File: config.mk
export PLATFORM = sky130hd
export DESIGN_NAME = screen_melt_column_engine
export DESIGN_NICKNAME = d
export VERILOG_FILES = /design/src/hw/rtl/smce_pkg.sv /design/src/hw/rtl/smce_ctrl.sv /design/src/hw/rtl/smce_dp.sv /design/src/hw/rtl/screen_melt_column_engine.sv
export SDC_FILE = /design/constraint.sdc
export NUM_CORES = 2
export LEC_CHECK = 0
export BUFFER_PORTS_ARGS = -buffer_cell sky130_fd_sc_hd__buf_2
export CAP_MARGIN = 20
export CORE_UTILIZATION = 55
export DETAILED_ROUTE_END_ITERATION = 10
export GPL_ROUTABILITY_DRIVEN = 0
export GPL_TIMING_DRIVEN = 0
export MAX_ROUTING_LAYER = met4
export PLACE_DENSITY = 0.82
export SLEW_MARGIN = 0
export SYNTH_ARGS = -nofsm -noshare
export SYNTH_HDL_FRONTEND = slang
export SYNTH_SLANG_ARGS = --single-unit
File: constraint.sdc
create_clock -name i_clk -period 9.8 [get_ports i_clk]
set_clock_uncertainty 0.05 [all_clocks]
set_input_delay 0.49 -clock i_clk [delete_from_list [all_inputs] [get_ports i_clk]]
set_output_delay 0.49 -clock i_clk [all_outputs]
set_load 0.02 [all_outputs]
File: src/hw/rtl/smce_pkg.sv
package smce_pkg;

    localparam int SMCE_COLUMNS     = 256;
    localparam int SMCE_OFF_W       = 12;
    localparam int SMCE_HEIGHT_W    = 11;
    localparam int SMCE_ROW_W       = 10;
    localparam int SMCE_TICK_W      = 6;
    localparam int SMCE_CFG_IDX_W   = 1;
    localparam int SMCE_CFG_DATA_W  = 11;

    localparam logic [SMCE_HEIGHT_W-1:0] SMCE_HEIGHT_RST = 11'd200;

    // item function codes
    localparam logic [1:0] FUNC_INIT  = 2'd0;
    localparam logic [1:0] FUNC_TICK  = 2'd1;
    localparam logic [1:0] FUNC_QUERY = 2'd2;

    // configuration register indexes
    localparam logic [SMCE_CFG_IDX_W-1:0] CFG_HEIGHT = 1'd0;
    localparam logic [SMCE_CFG_IDX_W-1:0] CFG_HIRES  = 1'd1;

    typedef struct packed {
        logic [1:0]             func;
        logic [7:0]             column;
        logic [7:0]             random_byte;
        logic [SMCE_TICK_W-1:0] tick_count;
        logic [SMCE_ROW_W-1:0]  row;
    } t_item;

    typedef struct packed {
        logic signed [SMCE_OFF_W-1:0] offset;
        logic                         column_busy;
        logic                         from_end;
        logic [SMCE_ROW_W-1:0]        source_row;
    } t_result;

    // controller -> datapath
    typedef struct packed {
        logic capture;
        logic index;
        logic read;
        logic load;
        logic step;
        logic finish;
    } t_dp_cmd;

    // datapath -> controller
    typedef struct packed {
        logic is_tick;
        logic ticks_zero;
    } t_dp_stat;

endpackage

File: src/hw/rtl/smce_ctrl.sv
module smce_ctrl
    import smce_pkg::*;
(
    input  logic     i_clk,
    input  logic     i_rst_n,
    input  logic     start,
    output logic     busy,
    input  t_dp_stat i_stat,
    output t_dp_cmd  o_cmd
);

    typedef enum logic [2:0] {
        S_IDLE,
        S_INDEX,
        S_READ,
        S_LOAD,
        S_TICK,
        S_FINISH
    } t_state;

    t_state r_state;
    logic   r_busy;

    always_ff @(posedge i_clk) begin
        if (!i_rst_n) begin
            r_state <= S_IDLE;
            r_busy  <= 1'b0;
        end else begin
            unique case (r_state)
                S_IDLE: begin
                    if (start) begin
                        r_state <= S_INDEX;
                        r_busy  <= 1'b1;
                    end
                end
                S_INDEX:  r_state <= S_READ;
                S_READ:   r_state <= S_LOAD;
                S_LOAD:   r_state <= i_stat.is_tick ? S_TICK : S_FINISH;
                S_TICK: begin
                    if (i_stat.ticks_zero) begin
                        r_state <= S_FINISH;
                    end
                end
                S_FINISH: begin
                    r_state <= S_IDLE;
                    r_busy  <= 1'b0;
                end
                default: begin
                    r_state <= S_IDLE;
                    r_busy  <= 1'b0;
                end
            endcase
        end
    end

    always_comb begin
        o_cmd         = '0;
        o_cmd.capture = (r_state == S_IDLE) && start;
        o_cmd.index   = (r_state == S_INDEX);
        o_cmd.read    = (r_state == S_READ);
        o_cmd.load    = (r_state == S_LOAD);
        o_cmd.step    = (r_state == S_TICK) && !i_stat.ticks_zero;
        o_cmd.finish  = (r_state == S_FINISH);
    end

    assign busy = r_busy;

endmodule

File: src/hw/rtl/smce_dp.sv
module smce_dp
    import smce_pkg::*;
#(
    parameter int COLUMNS = SMCE_COLUMNS
) (
    input  logic                       i_clk,
    input  logic                       i_rst_n,
    input  t_dp_cmd                    i_cmd,
    output t_dp_stat                   o_stat,
    input  t_item                      i_item,
    input  logic                       i_cfg_we,
    input  logic [SMCE_CFG_IDX_W-1:0]  i_cfg_idx,
    input  logic [SMCE_CFG_DATA_W-1:0] i_cfg_data,
    output logic                       o_valid,
    output t_result                    o_result
);

    localparam int IDX_W = (COLUMNS > 1) ? $clog2(COLUMNS) : 1;

    // byte mod 3: base-4 digit sum taken twice, then two conditional subtracts
    function automatic logic [1:0] mod3(input logic [7:0] v);
        logic [3:0] s;
        logic [2:0] t;
        s = 4'(v[1:0]) + 4'(v[3:2]) + 4'(v[5:4]) + 4'(v[7:6]);
        t = 3'(s[1:0]) + 3'(s[3:2]);
        if (t >= 3'd3) t = t - 3'd3;
        if (t >= 3'd3) t = t - 3'd3;
        return t[1:0];
    endfunction

    logic [SMCE_HEIGHT_W-1:0] r_height;
    logic                     r_hires;
    logic signed [4:0]        r_prev;

    t_item                        r_item;
    logic [IDX_W-1:0]             r_col;
    logic signed [SMCE_OFF_W-1:0] r_mem [COLUMNS];
    logic signed [SMCE_OFF_W-1:0] r_mem_q;
    logic signed [SMCE_OFF_W-1:0] r_off;
    logic [SMCE_TICK_W-1:0]       r_ticks;
    logic                         r_moved;
    logic                         r_valid;
    t_result                      r_result;

    logic [IDX_W-1:0]             n_col;
    logic signed [SMCE_OFF_W-1:0] n_init;
    logic signed [SMCE_OFF_W-1:0] n_step;
    logic                         n_moved;
    t_result                      n_result;

    // config registers
    always_ff @(posedge i_clk) begin
        if (!i_rst_n) begin
            r_height <= SMCE_HEIGHT_RST;
            r_hires  <= 1'b0;
        end else if (i_cfg_we) begin
            unique case (i_cfg_idx)
                CFG_HEIGHT: r_height <= i_cfg_data[SMCE_HEIGHT_W-1:0];
                CFG_HIRES:  r_hires  <= i_cfg_data[0];
                default: ;
            endcase
        end
    end

    // column wrap: reciprocal multiply, remainder in the following cycle
    if (COLUMNS < 256) begin : g_wrap
        localparam logic [16:0] RECIP = 17'((65536 + COLUMNS - 1) / COLUMNS);
        logic [24:0] w_prod;
        logic [7:0]  r_quot;
        logic [7:0]  w_rem;

        assign w_prod = 25'(i_item.column) * 25'(RECIP);
        assign w_rem  = r_item.column - 8'(16'(r_quot) * 16'(COLUMNS));
        assign n_col  = IDX_W'(w_rem);

        always_ff @(posedge i_clk) begin
            if (i_cmd.capture) begin
                r_quot <= w_prod[23:16];
            end
        end
    end else begin : g_nowrap
        assign n_col = IDX_W'(r_item.column);
    end

    // init value
    always_comb begin
        logic signed [5:0] sum;
        logic signed [4:0] v;
        sum = 6'(r_prev) + 6'(mod3(r_item.random_byte)) - 6'sd1;
        if (sum > 6'sd0) begin
            v = 5'sd0;
        end else if (sum == -6'sd16) begin
            v = -5'sd15;
        end else begin
            v = 5'(sum);
        end
        if (r_col == '0) begin
            v = 5'sd0 - $signed({1'b0, r_item.random_byte[3:0]});
        end
        n_init = SMCE_OFF_W'(v);
    end

    // one melt tick
    always_comb begin
        logic signed [12:0] off;
        logic signed [12:0] h;
        logic signed [12:0] dy;
        off     = 13'(r_off);
        h       = $signed({2'b0, r_height});
        dy      = '0;
        n_step  = r_off;
        n_moved = 1'b0;
        if (off < 13'sd0) begin
            n_step  = r_off + 12'sd1;
            n_moved = 1'b1;
        end else if (off < h) begin
            if (off < 13'sd16) begin
                dy = off + 13'sd1;
            end else begin
                dy = r_hires ? 13'sd16 : 13'sd8;
            end
            n_step  = (off + dy >= h) ? 12'(h) : 12'(off + dy);
            n_moved = 1'b1;
        end
    end

    // result of the finished item
    always_comb begin
        logic signed [12:0] off;
        logic signed [12:0] h;
        logic signed [12:0] row;
        logic signed [12:0] pos;
        off = 13'(r_off);
        h   = $signed({2'b0, r_height});
        row = $signed({3'b0, r_item.row});
        pos = (off > 13'sd0) ? off : 13'sd0;
        n_result             = '0;
        n_result.offset      = r_off;
        n_result.column_busy = (off < h);
        case (r_item.func)
            FUNC_TICK: n_result.column_busy = r_moved;
            FUNC_QUERY: begin
                if (row < off) begin
                    n_result.from_end   = 1'b1;
                    n_result.source_row = r_item.row;
                end else begin
                    n_result.source_row = SMCE_ROW_W'(row - pos);
                end
            end
            default: ;
        endcase
    end

    always_ff @(posedge i_clk) begin
        if (i_cmd.capture) begin
            r_item <= i_item;
        end
        if (i_cmd.index) begin
            r_col <= n_col;
        end
        if (i_cmd.read) begin
            r_mem_q <= r_mem[r_col];
        end
        if (i_cmd.load) begin
            r_off   <= (r_item.func == FUNC_INIT) ? n_init : r_mem_q;
            r_ticks <= r_item.tick_count;
            r_moved <= 1'b0;
        end
        if (i_cmd.step) begin
            r_off   <= n_step;
            r_ticks <= r_ticks - 1'b1;
            r_moved <= r_moved | n_moved;
        end
        if (i_cmd.finish) begin
            r_result <= n_result;
            if (r_item.func == FUNC_INIT || r_item.func == FUNC_TICK) begin
                r_mem[r_col] <= r_off;
            end
        end
    end

    always_ff @(posedge i_clk) begin
        if (!i_rst_n) begin
            r_prev  <= 5'sd0;
            r_valid <= 1'b0;
        end else begin
            r_valid <= i_cmd.finish;
            if (i_cmd.load && r_item.func == FUNC_INIT) begin
                r_prev <= 5'(n_init);
            end
        end
    end

    assign o_stat.is_tick    = (r_item.func == FUNC_TICK);
    assign o_stat.ticks_zero = (r_ticks == '0);
    assign o_valid           = r_valid;
    assign o_result          = r_result;

endmodule

File: src/hw/rtl/screen_melt_column_engine.sv
// Column drop-offset engine for a melting screen wipe.
//
// Command channel: i_item is taken at a rising edge where start is high and
// busy is low. busy rises on the next cycle and stays high until the item is
// done; items offered while busy are ignored.
// Result channel: o_result is shown for exactly one cycle with o_valid high.
// There is no back-pressure; the receiver must take every beat.
// Config port: i_cfg_we writes i_cfg_data to register i_cfg_idx
// (0 = screen height, 1 = hires step) at that edge. Write only while idle.
//
// Timing: init and query items step through the index, RAM read, load and
// finish states, and the next item can be taken in the cycle that shows the
// result beat. A tick item also runs a tick loop between load and finish, one
// tick per cycle until tick_count ticks are done. The sequence is set by the
// column RAM read, which is registered, and the tick loop, which runs on a
// single adder/compare unit.
// Reset (synchronous, active low): height 200, hires off, chain seed 0,
// no beat pending. The column RAM is not cleared; columns must be seeded
// by an init item before they are ticked or queried.
module screen_melt_column_engine
    import smce_pkg::*;
#(
    parameter int COLUMNS = SMCE_COLUMNS
) (
    input  logic                       i_clk,
    input  logic                       i_rst_n,
    input  logic                       start,
    output logic                       busy,
    input  t_item                      i_item,
    input  logic                       i_cfg_we,
    input  logic [SMCE_CFG_IDX_W-1:0]  i_cfg_idx,
    input  logic [SMCE_CFG_DATA_W-1:0] i_cfg_data,
    output logic                       o_valid,
    output t_result                    o_result
);

    t_dp_cmd  w_cmd;
    t_dp_stat w_stat;

    // sequencer: index, RAM read, load, tick loop, write-back
    smce_ctrl u_ctrl (
        .i_clk   (i_clk),
        .i_rst_n (i_rst_n),
        .start   (start),
        .busy    (busy),
        .i_stat  (w_stat),
        .o_cmd   (w_cmd)
    );

    // column RAM, config registers, init/tick/query arithmetic
    smce_dp #(
        .COLUMNS (COLUMNS)
    ) u_dp (
        .i_clk      (i_clk),
        .i_rst_n    (i_rst_n),
        .i_cmd      (w_cmd),
        .o_stat     (w_stat),
        .i_item     (i_item),
        .i_cfg_we   (i_cfg_we),
        .i_cfg_idx  (i_cfg_idx),
        .i_cfg_data (i_cfg_data),
        .o_valid    (o_valid),
        .o_result   (o_result)
    );

endmodule

==> out/qor.csv, run 1 <==
stage,metric,value,unit
status,outcome,stopped before the end,
status,flow.stopped_at,global routing,
status,first-error,[ERROR GRT-0232] Routing congestion too high. Check the congestion heatmap in the GUI.,
synthesis,yosysUniqueCellTypes,74,
synthesis,synth_seq_area_share,76.69,%
synthesis,syn_area,124700,um2
global_routing,groute.usage.overall,65.45,%
synthesis,yosysTopAreaCell,edfxtp_1,
clock_network,cts-root-buf,clkbuf_16,
synthesis,ys.flop_type,edfxtp_1,
synthesis,synthAdderAreaFrac,0.7347,%
placement,post-dp-hpwl,325.6,mm
synthesis,synth_nets,5859,
synthesis,yosysWarningCount,0,
synthesis,syn-instance-count,5740,
global_routing,antenna_found_initial,146,
floorplan,die_w,478.1,um
placement,port_buffers,75,
clock_network,post_cts_buffers,0,
clock_network,cts_buffer_depth,4,
synthesis,ys_seq_elements,3191,
synthesis,ys_top_cells_by_area,"edfxtp_1 76%, mux4_2 15%, nor2_1 1.0%, a22oi_1 0.63%, ha_1 0.62%",
placement,pre_cts_ws,2.706,ns
synthesis,synthSimpleGateAreaFrac,2.364,%
global_routing,grt-ovfl-total,12,
synthesis,synthXorXnorAreaFrac,0.2037,%
floorplan,initial_core_util,55.38,%
synthesis,synth_top_family_by_area,multiplexers,
floorplan,ios,76,
global_routing,grt_max_degree,40,
floorplan,die-height,478.1,um
placement,placedCellCount,9177,
synthesis,async_flop_share,0,%
synthesis,avgSynthCellArea,21.72,um2
synthesis,synth-compound-area-share,2.758,%
synthesis,synth_edf_count,3169,
placement,placed_area,135000,um2
clock_network,cts.sinks,3191,
clock_network,numCtsBuffers,318,
clock_network,htree_levels,5,
floorplan,rows,174,
synthesis,yosysTopAreaCellShare,76.34,%
synthesis,synthMuxAreaShare,15.73,%
[per-layer routing]
| metal | global-route usage [%] | GRT overflow |
|---|---|---|
| met5 | - | - |
| met4 | 59.39 | 2 |
| met3 | 61.57 | 2 |
| met2 | 76.50 | 6 |
| met1 | 60.30 | 2 |
[cells by family after synthesis]
kind of cell             after synthesis
XOR/XNOR                              29
multiplexers                         915
flip-flops                          3191
AND/OR/NAND/NOR                      677
buffers and inverters                381
AO/OA/AOI/OAI                        478
adder cells (fa/ha/maj)               69
[metrics by stage]
| stage | hold slack [ns] | util (%) | setup TNS [ns] |
|---|---|---|---|
| 2_1_floorplan | 0.3503 | - | 0 |
| 3_3_place_gp | 0.3529 | 57.21 | -25.02 |
| 3_5_place_dp | 0.3572 | 59.98 | 0 |
| 4_1_cts | 0.06530 | 64.58 | 0 |
[cells in the mapped netlist (5+ instances only)]
master,count
nand4_1,17
nand3b_1,5
nand2b_1,11
mux2i_1,76
a21boi_0,10
o21ai_0,37
clkbuf_1,125
nand3_1,57
nor4_1,12
buf_6,20
o31ai_1,8
inv_1,61
o221ai_1,5
buf_4,47
or2_2,5
buf_2,105
and3_1,7
nor2b_1,12
buf_1,18
or4_1,8
edfxtp_1,3169
nand2_1,146
mux4_2,835
dfxtp_1,22
a21oi_1,81
a21o_1,16
xor2_1,10
a211oi_1,18
nor2_1,336
o211ai_1,10
ha_1,62
fa_1,7
a22oi_1,104
or3_1,7
a221oi_1,50
a22o_1,45
a221o_1,5
and2_1,10
xnor2_1,19
o22ai_1,38
nor3_1,36
a31oi_1,10
[repair_timing]
item                       in CTS
hold buffers                   54
resized for setup               0
setup endpoints to repair       0
hold endpoints to repair       55
==> run 2: changes to the inputs <==
--- a/config.mk
+++ b/config.mk
@@ -7,12 +7,11 @@
 export LEC_CHECK = 0
 export BUFFER_PORTS_ARGS = -buffer_cell sky130_fd_sc_hd__buf_2
 export CAP_MARGIN = 20
-export CORE_UTILIZATION = 55
+export CORE_UTILIZATION = 40
 export DETAILED_ROUTE_END_ITERATION = 10
 export GPL_ROUTABILITY_DRIVEN = 0
 export GPL_TIMING_DRIVEN = 0
-export MAX_ROUTING_LAYER = met4
-export PLACE_DENSITY = 0.82
+export PLACE_DENSITY_LB_ADDON = 0.15
 export SLEW_MARGIN = 0
 export SYNTH_ARGS = -nofsm -noshare
 export SYNTH_HDL_FRONTEND = slang
==> out/qor.csv, run 2 <==
stage,metric,value,unit,change
global_routing,grt_max_degree,33,,
global_routing,antenna_found_initial,86,,
global_routing,grt_pass1_vias,67940,,
setup_path,slowest_delay,1.01,ns,
synthesis,async_flop_share,0,%,unchanged
pwr,ir_worst_vdd,0.1631,mV,
detailed_routing,wl_per_cell,48.99,um,
setup_path,crit_chain,"clkbuf_1, buf_2, buf_2, buf_2, buf_2, buf_2, mux4_2, mux2i_1, o221ai_1, a21oi_1, nand3_1",,
synthesis,ys.flop_type,edfxtp_1,,
placement,port_buffers,75,,unchanged
global_routing,groute.usage.overall,34.26,%,
clock_network,cts.clk_slew.worst_paths,0.06,ns,
setup_path,rrSetupSlack,1.81,ns,
floorplan,coreArea,309400,um2,
floorplan,initial_core_util,40.30,%,-15 points
detailed_routing,firstDrtPassIters,9,,
placement,pre_cts_ws,2.479,ns,-0.2271 ns
clock_network,cts_tree,built,,
detailed_routing,drcViolationCount,0,,
setup_path,path_common_cell,buf_2,,
floorplan,die-height,560.3,um,+17%
layout,drive_gt1_share,32.00,%,
floorplan,ios,76,,unchanged
placement,placedCellCount,10360,,+13%
detailed_routing,antenna_left,0,,
detailed_routing,vias_per_cell,6.640,,
synthesis,syn_area,124700,um2,unchanged
timing,post-route-period-util,81.50,%,
timing,relSlewSlack,2.247,%,
layout,largest_register,u_dp.r_mem,,
layout,largest_register_ffs,3072,,
setup_path,r2r-end,u_dp.r_mem_q[0]$_DFFE_PP_,,
setup_path,cp_max_fo,10,,
timing,rsz0062_at_grt,false,,
setup_path,cp_slowest_cell,buf_2,,
timing,fin_ws,1.813,ns,
synthesis,syn-instance-count,5740,,unchanged
synthesis,yosysTopAreaCell,edfxtp_1,,
detailed_routing,num_vias,73650,,
pwr,switching_share,26.45,%,
setup_path,end_kind,flip-flop,,
pwr,power_density,211.8,nW/um2,
floorplan,die_area,313900,um2,
synthesis,avgSynthCellArea,21.72,um2,unchanged
pwr,intPower,23320,uW,
synthesis,synth_edf_count,3169,,unchanged
synthesis,ys_seq_elements,3191,,unchanged
synthesis,yosysUniqueCellTypes,74,,unchanged
pwr,power.clock.fraction,40.3,%,
worst_hold_path,holdPathEnd,u_dp.r_height[0]$_SDFFE_PN0P_,,
placement,post-dp-hpwl,376.6,mm,+16%
timing,slew_violations,0,,
status,outcome,"complete, no violations",,
timing,finalSetupViolCount,0,,
timing,hold-worst-slack,0.06917,ns,
timing,clock.fmax,0.1252,GHz,
setup_path,cp.arrival,8.45,ns,
timing,period_needed,7.987,ns,
synthesis,yosysWarningCount,0,,unchanged
setup_path,path_class,flip-flop to flip-flop,,
clock_network,numCtsBuffers,346,,+8.8%
setup_path,crit_required,10.26,ns,
layout,final_nets,6765,,
detailed_routing,drt-initial-drc-count,14820,,
worst_hold_path,holdPathStages,5,,
synthesis,synth_nets,5859,,unchanged
layout,final_cells,11090,,
pwr,power_frac_seq,47.5,%,
synthesis,synth_seq_area_share,76.69,%,unchanged
timing,worst_slew_pin_slew,1.463,ns,
job,cap_violations,0,,
setup_path,reg2reg_from,u_dp.r_col[1]$_DFFE_PP_,,
pwr,p_leak,0.04783,uW,
worst_hold_path,hp-class,primary input to flip-flop,,
synthesis,ys_top_cells_by_area,"edfxtp_1 76%, mux4_2 15%, nor2_1 1.0%, a22oi_1 0.63%, ha_1 0.62%",,
pwr,switchingPower,8387,uW,
clock_network,htree_levels,5,,unchanged
timing,hold_violations,0,,
layout,most-common-layout-cells,"3169 x edfxtp_1, 835 x mux4_2, 350 x clkbuf_16",,
synthesis,yosysTopAreaCellShare,76.34,%,unchanged
floorplan,die_w,560.3,um,+17%
global_routing,grt_pass1_wl,690.4,mm,
synthesis,synth_common_cells,"3169 x edfxtp_1, 835 x mux4_2, 336 x nor2_1, 146 x nand2_1, 125 x clkbuf_1",,
clock_network,cts-root-buf,clkbuf_16,,
clock_network,cts.sinks,3191,,unchanged
detailed_routing,wirelength,543.4,mm,
setup_path,r2r.worst_path.cells,11,,
global_routing,grt-ovfl-total,0,,
layout,syn_to_final_growth,20.12,%,
layout,mostFrequentLayoutCell,edfxtp_1,,
pwr,pwr-share-comb,12.2,%,
setup_path,crit_path_start_kind,flip-flop,,
floorplan,rows,204,,+17%
clock_network,cts_buffer_depth,4,,unchanged
worst_hold_path,min_from,i_cfg_we,,
synthesis,yosysMostFrequentCell,edfxtp_1,,
clock_network,insertion_delay,0.98,ns,
==> run 2: cell counts after synthesis <==
No cell type changed its count.
==> run 2: worst max path at each step <==
stage | from | endpoint | slack [ns] | cells after the start
6_report | u_dp.r_col[1]$_DFFE_PP_ | u_dp.r_mem_q[0]$_DFFE_PP_ | 1.81 | 11
5_1_grt | u_dp.r_item[16]$_DFFE_PP_ | u_dp.r_off[10]$_DFFE_PP_ | 2.40 | 31
4_1_cts | u_dp.r_col[1]$_DFFE_PP_ | u_dp.r_mem_q[0]$_DFFE_PP_ | 2.45 | 11
3_5_place_dp | u_dp.r_col[1]$_DFFE_PP_ | u_dp.r_mem_q[0]$_DFFE_PP_ | 2.48 | 11
3_3_place_gp | u_dp.r_off[5]$_DFFE_PP_ | u_dp.r_off[8]$_DFFE_PP_ | -3.53 | 19
2_1_floorplan | u_dp.r_off[10]$_DFFE_PP_ | u_dp.r_off[8]$_DFFE_PP_ | 1.71 | 21
==> run 2: repair_timing <==
item,4_1_cts,5_1_grt
hold buffers,54,0
gates resized for setup,0,0
endpoints found under the hold margin,51,0
buffers inserted,0,0
==> run 2: cells by family (layout without fill, tap and decap cells) <==
family / after synthesis / in the layout / share of synthesized area, %
AO/OA/AOI/OAI: 478 / 478 / 2.758
XOR/XNOR: 29 / 29 / 0.2037
adder cells (fa/ha/maj): 69 / 69 / 0.7347
buffers and inverters: 381 / 1562 / 1.518
flip-flops: 3191 / 3191 / 76.69
multiplexers: 915 / 915 / 15.73
other: 0 / 51 / 0
AND/OR/NAND/NOR: 677 / 677 / 2.364
==> run 2: layer usage <==
metal / GRT usage (%) / wire length [um] / vias up
met5: 0.2259 / 424 / -
met4: 22.76 / 41710 / 31
met3: 12.82 / 77580 / 1318
met2: 48.44 / 230300 / 6284
met1: 44.11 / 193300 / 39830
li1: - / - / 26190
==> run 2: critical path, delay by kind of cell (launching register included) <==
kind / cells / cell delay (ns)
AOI/OAI and AO/OA: 2 / 1.15
and+or+nand+nor: 1 / 0.59
muxes: 2 / 0.92
DFF: 1 / 0.33
buffers and inverters: 6 / 4.38
==> run 2: through the flow <==
step	power, uW	utilization, %	area (um2)	TNS [ns]
2_1_floorplan	16980	-	124700	0
3_3_place_gp	18840	42.08	130200	-111.11
3_5_place_dp	19020	44.65	138100	0
4_1_cts	31520	48.31	149500	0
5_1_grt	32130	48.37	149600	0
6_report	31710	48.40	149700	0
==> run 2: power groups by stage <==
stage	Combinational, uW	Clock [uW]	Sequential, uW
finish	3880	12800	15000
global route	3850	13200	15000
CTS	3710	12800	15000
detailed placement	3690	0	15300
global placement	3220	0	15600
floorplan	1530	0	15400
==> run 2: area by class of cell <==
| cell class | instances | area (um2) |
|---|---|---|
| plain buffers | 318 | 1752 |
| inverters | 63 | 236.5 |
| fillers | 25300 | 159600 |
| well taps | 4120 | 5155 |
| flip-flops and latches | 3191 | 95600 |
| multi-input cells | 2168 | 27570 |
| diodes | 51 | 127.6 |
| repair buffers | 558 | 8522 |
| clock inverters | 200 | 1727 |
| clock buffers | 423 | 9052 |
(Power assumes the default switching activity.)
